[config.mk]
export PLATFORM = sky130hd
export DESIGN_NAME = byte_pattern_substituter_top
export DESIGN_NICKNAME = d
export VERILOG_FILES = /design/src/design/bps_pkg.sv /design/src/design/byte_pattern_substituter_top.sv
export SDC_FILE = /design/constraint.sdc
export NUM_CORES = 2
export LEC_CHECK = 0
export ABC_AREA = 1
export BUFFER_PORTS_ARGS = -buffer_cell sky130_fd_sc_hd__clkbuf_2
export CORE_MARGIN = 8
export CORE_UTILIZATION = 45
export CTS_CLUSTER_DIAMETER = 200
export DETAILED_ROUTE_END_ITERATION = 16
export HOLD_SLACK_MARGIN = 0.08
export PLACE_DENSITY = 0.59
export SYNTH_ARGS = -nofsm -noshare
export SYNTH_HDL_FRONTEND = slang
export SYNTH_SLANG_ARGS = --single-unit
[constraint.sdc]
create_clock -name clk -period 10.3 [get_ports clk]
set_input_delay 0 -clock clk [delete_from_list [all_inputs] [get_ports clk]]
set_output_delay 0 -clock clk [all_outputs]
set_load 0.03 [all_outputs]
[src/design/bps_pkg.sv]
// Package for the byte pattern substituter: transfer types, operation codes and constants.
`default_nettype none

package bps_pkg;

    // Operation codes carried in the op field of an input transfer.
    localparam logic [1:0] OP_BYTE  = 2'd0;
    localparam logic [1:0] OP_LOAD  = 2'd1;
    localparam logic [1:0] OP_FLUSH = 2'd2;

    // Replacement code that deletes a completed match.
    localparam logic [6:0] DELETE_CODE = 7'd127;

    // Replacement code that keeps only the first byte of the match.
    localparam logic [6:0] KEEP_FIRST_CODE = 7'd0;

    typedef struct packed {
        logic [1:0]  op;
        logic [7:0]  data_byte;
        logic [5:0]  entry_index;
        logic [2:0]  entry_length;
        logic [31:0] entry_bytes;
        logic [6:0]  entry_replacement;
    } item_t;

    typedef struct packed {
        logic [7:0] out_byte;
        logic       last;
    } result_t;

endpackage

`default_nettype wire

[src/design/byte_pattern_substituter_top.sv]
// Top level of the byte pattern substituter: pattern table, match logic and result queue.
`default_nettype none

// An accepted item is held in the input register and judged there; its results are
// written to the result queue, whose head drives the result channel.
// Throughput: one item per cycle unless the item channel stalls. A mismatch releases up to
// MAX_PATTERN_LEN bytes at once; these drain at one per cycle while result_stall is low,
// and the item channel stalls while the queue has fewer than MAX_PATTERN_LEN free slots.
// Reset clears every pattern valid bit, the held byte count and the result queue.
module byte_pattern_substituter_top #(
    parameter int PATTERN_ENTRIES = 64,
    parameter int MAX_PATTERN_LEN = 4
) (
    input  wire logic            clk,
    input  wire logic            rst_n,

    input  wire logic            item_valid,
    output logic                 item_stall,
    input  wire bps_pkg::item_t  item,

    output logic                 result_valid,
    input  wire logic            result_stall,
    output bps_pkg::result_t     result
);

    // Derived sizes. The held-byte store keeps at most one byte fewer than the longest
    // pattern, since a full-length match always completes.
    localparam int IDX_W       = (PATTERN_ENTRIES > 1) ? $clog2(PATTERN_ENTRIES) : 1;
    localparam int LEN_W       = $clog2(MAX_PATTERN_LEN + 1);
    localparam int PD_W        = 8 * MAX_PATTERN_LEN;
    localparam int HELD_SLOTS  = (MAX_PATTERN_LEN > 1) ? MAX_PATTERN_LEN - 1 : 1;
    localparam int CNT_W       = (MAX_PATTERN_LEN > 1) ? $clog2(MAX_PATTERN_LEN) : 1;
    localparam int RC_W        = $clog2(MAX_PATTERN_LEN + 1);
    localparam int QD          = 2 * MAX_PATTERN_LEN;
    localparam int QC_W        = $clog2(QD + 1);

    // Pattern table. Every entry has its own comparator, so the entries are plain
    // registers read at fixed places. Only the valid bits are reset.
    logic                      pat_valid_reg [PATTERN_ENTRIES];
    logic [LEN_W-1:0]          pat_len_reg   [PATTERN_ENTRIES];
    logic [PD_W-1:0]           pat_data_reg  [PATTERN_ENTRIES];
    logic [6:0]                pat_repl_reg  [PATTERN_ENTRIES];

    // Input register.
    logic                      busy_reg;
    logic                      busy_next;
    bps_pkg::item_t            cur_reg;

    // Bytes of a partly matched pattern that are held back.
    logic [7:0]                held_reg [HELD_SLOTS];
    logic [7:0]                held_next [HELD_SLOTS];
    logic [CNT_W-1:0]          held_count_reg;
    logic [CNT_W-1:0]          held_count_next;

    // Result queue: slot 0 is the head and always drives the result port.
    bps_pkg::result_t          queue_reg [QD];
    bps_pkg::result_t          queue_next [QD];
    logic [QC_W-1:0]           queue_count_reg;
    logic [QC_W-1:0]           queue_count_next;

    logic                      accept;
    logic                      proceed;
    logic                      pop;

    // Match evaluation.
    logic [7:0]                seq [MAX_PATTERN_LEN];
    logic                      any_prefix;
    logic                      any_longer;
    logic                      any_exact;
    logic [6:0]                repl;
    logic [7:0]                res_byte [MAX_PATTERN_LEN];
    logic [RC_W-1:0]           res_cnt;
    logic [RC_W-1:0]           push_cnt;
    logic [QC_W-1:0]           base;

    logic                      load_hit;
    logic [IDX_W-1:0]          load_idx;
    logic [LEN_W-1:0]          load_len;

    // ------------------------------------------------------------------------
    // Handshakes. The held item moves on only when the queue can take the largest
    // possible burst of results, so no result is ever dropped.
    // ------------------------------------------------------------------------
    assign proceed    = busy_reg && (int'(queue_count_reg) <= QD - MAX_PATTERN_LEN);
    assign item_stall = busy_reg && !proceed;
    assign accept     = item_valid && !item_stall;

    assign result_valid = (queue_count_reg != '0);
    assign result       = queue_reg[0];
    assign pop          = result_valid && !result_stall;

    always_comb
    begin
        busy_next = busy_reg;
        if (accept)
        begin
            busy_next = 1'b1;
        end
        else if (proceed)
        begin
            busy_next = 1'b0;
        end
    end

    always_ff @(posedge clk or negedge rst_n)
    begin
        if (!rst_n)
        begin
            busy_reg <= 1'b0;
        end
        else
        begin
            busy_reg <= busy_next;
        end
    end

    always_ff @(posedge clk)
    begin
        if (accept)
        begin
            cur_reg <= item;
        end
    end

    // ------------------------------------------------------------------------
    // Table loads. A slot beyond the table is ignored, a length above the longest
    // pattern is saturated and a zero length disables the slot.
    // ------------------------------------------------------------------------
    assign load_hit = proceed && (cur_reg.op == bps_pkg::OP_LOAD)
                   && (int'(cur_reg.entry_index) < PATTERN_ENTRIES);
    assign load_idx = IDX_W'(cur_reg.entry_index);
    assign load_len = (int'(cur_reg.entry_length) > MAX_PATTERN_LEN)
                    ? LEN_W'(MAX_PATTERN_LEN) : LEN_W'(cur_reg.entry_length);

    always_ff @(posedge clk or negedge rst_n)
    begin
        if (!rst_n)
        begin
            for (int i = 0; i < PATTERN_ENTRIES; i++)
            begin
                pat_valid_reg[i] <= 1'b0;
            end
        end
        else if (load_hit)
        begin
            pat_valid_reg[load_idx] <= (cur_reg.entry_length != '0);
        end
    end

    // Pattern bytes beyond the length are never compared, so they are stored unmasked.
    always_ff @(posedge clk)
    begin
        if (load_hit)
        begin
            pat_len_reg[load_idx]  <= load_len;
            pat_data_reg[load_idx] <= PD_W'(cur_reg.entry_bytes);
            pat_repl_reg[load_idx] <= cur_reg.entry_replacement;
        end
    end

    // ------------------------------------------------------------------------
    // Match evaluation. The candidate sequence is the held bytes followed by the
    // current byte; every table entry checks it in parallel.
    // ------------------------------------------------------------------------
    always_comb
    begin
        for (int j = 0; j < MAX_PATTERN_LEN; j++)
        begin
            seq[j] = cur_reg.data_byte;
        end
        for (int j = 0; j < HELD_SLOTS; j++)
        begin
            if (j < int'(held_count_reg))
            begin
                seq[j] = held_reg[j];
            end
        end
    end

    always_comb
    begin
        logic hit;
        int   n;
        n          = int'(held_count_reg) + 1;
        any_prefix = 1'b0;
        any_longer = 1'b0;
        any_exact  = 1'b0;
        repl       = '0;
        // Scanned from the top so that the lowest matching slot has the last word.
        for (int i = PATTERN_ENTRIES - 1; i >= 0; i--)
        begin
            hit = pat_valid_reg[i] && (int'(pat_len_reg[i]) >= n);
            for (int j = 0; j < MAX_PATTERN_LEN; j++)
            begin
                if (j < n && pat_data_reg[i][8*j +: 8] != seq[j])
                begin
                    hit = 1'b0;
                end
            end
            if (hit)
            begin
                any_prefix = 1'b1;
                if (int'(pat_len_reg[i]) > n)
                begin
                    any_longer = 1'b1;
                end
                else
                begin
                    any_exact = 1'b1;
                    repl      = pat_repl_reg[i];
                end
            end
        end
    end

    // Results and the next held state of the item in the input register.
    always_comb
    begin
        for (int j = 0; j < MAX_PATTERN_LEN; j++)
        begin
            res_byte[j] = seq[j];
        end
        for (int j = 0; j < HELD_SLOTS; j++)
        begin
            held_next[j] = held_reg[j];
        end
        res_cnt         = '0;
        held_count_next = held_count_reg;

        case (cur_reg.op)
            bps_pkg::OP_BYTE:
            begin
                if (!any_prefix)
                begin
                    // Mismatch: held bytes and the current byte go out unchanged.
                    res_cnt         = RC_W'(held_count_reg) + RC_W'(1);
                    held_count_next = '0;
                end
                else if (any_longer || !any_exact)
                begin
                    for (int j = 0; j < HELD_SLOTS; j++)
                    begin
                        if (j == int'(held_count_reg))
                        begin
                            held_next[j] = cur_reg.data_byte;
                        end
                    end
                    held_count_next = held_count_reg + CNT_W'(1);
                end
                else
                begin
                    held_count_next = '0;
                    if (repl != bps_pkg::DELETE_CODE)
                    begin
                        res_cnt = RC_W'(1);
                        if (repl != bps_pkg::KEEP_FIRST_CODE)
                        begin
                            res_byte[0] = {1'b0, repl};
                        end
                    end
                end
            end
            bps_pkg::OP_FLUSH:
            begin
                res_cnt         = RC_W'(held_count_reg);
                held_count_next = '0;
            end
            default:
            begin
                res_cnt = '0;
            end
        endcase
    end

    always_ff @(posedge clk or negedge rst_n)
    begin
        if (!rst_n)
        begin
            held_count_reg <= '0;
        end
        else if (proceed)
        begin
            held_count_reg <= held_count_next;
        end
    end

    always_ff @(posedge clk)
    begin
        if (proceed)
        begin
            for (int j = 0; j < HELD_SLOTS; j++)
            begin
                held_reg[j] <= held_next[j];
            end
        end
    end

    // ------------------------------------------------------------------------
    // Result queue. The head shifts down on a transfer out, and the new results of the
    // current item are written behind the entries that remain.
    // ------------------------------------------------------------------------
    assign push_cnt = proceed ? res_cnt : '0;
    assign base     = queue_count_reg - QC_W'(pop);

    always_comb
    begin
        int rel;
        for (int k = 0; k < QD; k++)
        begin
            queue_next[k] = queue_reg[k];
            if (pop && k < QD - 1)
            begin
                queue_next[k] = queue_reg[k + 1];
            end
            rel = k - int'(base);
            if (rel >= 0 && rel < int'(push_cnt))
            begin
                queue_next[k].out_byte = res_byte[rel];
                queue_next[k].last     = (rel == int'(push_cnt) - 1);
            end
        end
        queue_count_next = base + QC_W'(push_cnt);
    end

    always_ff @(posedge clk or negedge rst_n)
    begin
        if (!rst_n)
        begin
            queue_count_reg <= '0;
        end
        else
        begin
            queue_count_reg <= queue_count_next;
        end
    end

    always_ff @(posedge clk)
    begin
        for (int k = 0; k < QD; k++)
        begin
            queue_reg[k] <= queue_next[k];
        end
    end

endmodule

`default_nettype wire
==> flow_summary.ini <==
[placement]
dpl.hpwl_um = 288000
place_area_mm2 = 0.139
gp_congestion = 0.929
portBuffers = 72

[hold_path]
hp-class = input pin to async pin

[clock_network]
clk_pin_slew_ps = 60
worst_skew_pair.late_latency_ps = 960
cts-root-buf = clkbuf_16
cts_tree = done
numCtsBuffers = 321
cts_sinks = 2913
cts_buffer_depth = 4
cts_max_level = 5

[sta]
hold_viol = 0
relSlewSlack_pct = -4.00
post-route-min-period_ps = 9790
drv_slew = 3
tightestPinTransition_ps = 1550
fin_setup_tns_ps = 0
setup_viol = 0
max_freq_ghz = 0.102
rsz0062_at_grt = false
skew_ps = 64.0
fin_crit_sh_pct = 95.0

[detailed_routing]
routed_via_density = 5.74
wl_um = 453000
wire_per_inst_um = 29.3
first_pass_iters = 8
route.detailed.drc = 0
vias = 88900
dr.first_iter.drc_count = 12400
antenna_left = 0

[yosys]
synthAdderAreaFrac_pct = 2.18
synthMuxAreaShare_pct = 0
syn_inst = 10700
seq_area_frac_synth_pct = 66.3
synthFlopType = edfxtp_1
synth_simple_gate_area_share_pct = 13.4
synth-compound-area-share_pct = 4.48
yosysWarnings = 0
synth_xor_area_share_pct = 9.66
synth.avg_cell_area_um2 = 12.2
ys_ff_latch = 2913
syn-num-nets = 11000
synth_edf_count = 2842
synth_top_family_by_area = simple AND/OR/NAND/NOR gates
synthDistinctLibCells = 71
netlist_area_mm2 = 0.131
async_flop_share_pct = 2.44

[global_routing]
grt_max_degree = 70
antenna_found_initial = 36
overflow = 0
grt_pass1_wl_um = 632000
groute.usage.overall_pct = 28.4
first_global_vias = 85600

[power]
power.total_mw = 32.4
p_seq_share_pct = 43.8
p_leak_nw = 53.8
pwr_density_cell_mw_per_mm2 = 216
peakVddDrop_mv = 0.202
p_comb_share_pct = 20.9
pwr-share-clk_pct = 35.2
swShare_pct = 31.2
p_switching_mw = 10.1
p_int_mw = 22.3

[floorplanning]
fp.dieH_um = 556
fp.dieW_um = 556
floorplan.initialDensity_pct = 45.2
pin_count = 73
core_mm2 = 0.291
rows = 198
die_area_mm2 = 0.310

[setup_path]
crit_top_cell = nand2_1
critPathRequiredTime_ps = 10970
crit_family = simple AND/OR/NAND/NOR gates
cp.arrival_ps = 10460
startpoint_type = register
critPathBufInv = 8
cpPeakStageDelay_ps = 620
cp_max_fo = 20
path_depth = 61
criticalPathCategory = register to register
worst_r2r_path_depth = 61
crit_path_top_delay_cell = o21ai_0
endpoint_kind = register

[cells_and_area]
largest_reg_flops = 2048
drive_gt1_share_pct = 12.5
area_growth_pct = 14.4
utilization_pct = 51.7
nets = 11600
stdcell_area_mm2 = 0.150

[outcome]
status = finished with violations
violations = capacitance limit, slew limit

[flow_run]
drv_cap = 2
==> synth_stat cells (5+ instances only) <==
cell,n,area (µm²)
o21ai_1,28,140
nor4_1,88,551
o2bb2ai_1,7,61.3
or2_1,6,37.5
o22ai_1,51,319
clkbuf_1,118,443
a31oi_1,54,338
inv_1,787,2950
buf_2,138,691
nor4b_1,13,114
or2_2,261,1630
nand2_1,2293,8610
buf_1,47,176
nor3_1,88,440
o2111ai_1,43,377
a22oi_1,8,60.1
nand3b_1,15,113
buf_4,40,300
nor2_1,353,1330
nand3_1,583,2920
xor2_1,493,4320
nand2_4,13,146
clkinv_1,12,45.0
a2111oi_0,19,166
edfxtp_1,2842,85300
o31ai_1,37,278
a21oi_1,118,591
nand2_2,41,257
o21ai_0,368,1840
ha_1,227,2840
nand4_1,195,1220
o41ai_1,50,438
o211ai_1,34,255
buf_6,26,293
a221oi_1,37,324
xnor2_1,956,8370
inv_2,78,293
a211oi_1,26,195
dfrtp_1,71,1780
or4_1,5,37.5
nor3b_1,10,75.1
o221ai_1,13,114
==> worst min-delay path, cell delays in order <==
cell and delay, ps:
dlygate4sd3_1 590, buf_4 130, dlygate4sd3_1 880
==> final timing paths <==
check,startpoint,end,slack [ps]
hold reg to reg,pat_valid_reg[53],pat_valid_reg[53],490
max in group asynchronous,rst_n,pat_valid_reg[5],8010
setup reg to reg,held_count_reg[1],queue_reg[1][16],510
hold / removal,rst_n,queue_count_reg[3],230
min in group clk,item[12],cur_reg[12],300
setup / recovery,held_count_reg[1],queue_reg[1][16],510
==> power by group through the flow <==
stage | clock, mW | combinational, mW | sequential [mW]
after global placement | 0 | 6.62 | 14.5
after global routing | 12.0 | 7.22 | 14.2
after floorplan | 0 | 3.58 | 14.6
final | 11.4 | 6.79 | 14.2
after detailed placement | 0 | 6.67 | 14.5
after CTS | 11.5 | 6.73 | 14.2
==> cells in the final DEF, fill, tap and decap left out, drive strengths merged, types with 4 or more instances in the layout <==
master / n
xnor2: 956
nand4: 195
a2111oi: 24
or2: 270
edfxtp: 2842
ha: 227
a221oi: 40
nor4b: 13
o41ai: 51
nand3b: 16
nor3b: 11
nor2: 360
clkinv: 144
a221o: 4
clkbuf: 487
o22ai: 51
nand3: 587
diode: 7
clkinvlp: 6
buf: 406
o211ai: 34
nor4: 89
dlygate4sd3: 121
a211oi: 28
or4: 5
bufinv: 23
a31oi: 54
a21oi: 119
o2111ai: 43
dfrtp: 71
inv: 876
nand2: 2347
a22oi: 8
o2bb2ai: 7
o31ai: 37
o221ai: 13
nor3: 88
o21ai: 399
xor2: 493
==> area by class of cell <==
cell class                 count  area, µm²
fill                       24800     140000
sequential                  2913      87100
multi-input combinational   6589      39900
clock buffer                 416       8550
tap                         3900       4880
timing repair buffer         598       4830
inverter                     878       3320
clock inverter               170       1770
antenna                        7       17.5
timing repair inverter         1       5.00
==> metrics by stage <==
stage | instances | worst slack, ps | hold WS, ps
floorplan | 10700 | 1250 | -296
global placement | 14700 | 414 | -150
detailed placement | 14700 | 405 | -150
CTS | 15500 | 346 | 211
global route | 15500 | 27.0 | 219
finish | 15500 | 512 | 234
==> kinds of logic (layout without fill, tap and decap cells) <==
group | Yosys count | count (layout)
AND/OR/NAND/NOR | 3982 | 3982
AO/OA/AOI/OAI | 930 | 930
flip-flops | 2913 | 2913
other | 0 | 7
buffers and inverters | 1247 | 2063
adder cells (fa/ha/maj) | 228 | 228
XOR/XNOR | 1449 | 1449
==> layer usage <==
metal  wire, µm  vias up  global-route usage, %
li1           -    38500                      -
met2     199000     4909                   44.0
met5        134        -                      0
met1     181000    44500                   39.3
met4      21900       20                   11.6
met3      50600      935                   6.05
==> repair_timing <==
| item | 4_1_cts | 5_1_grt |
|---|---|---|
| endpoints found under the setup margin | 0 | 146 |
| endpoints found under the hold margin | 180 | 0 |
| resized for setup | 0 | 12 |
| hold buffers | 121 | 0 |
| setup buffers | 0 | 9 |
No activity file was read; power rests on OpenSTA's default activity.
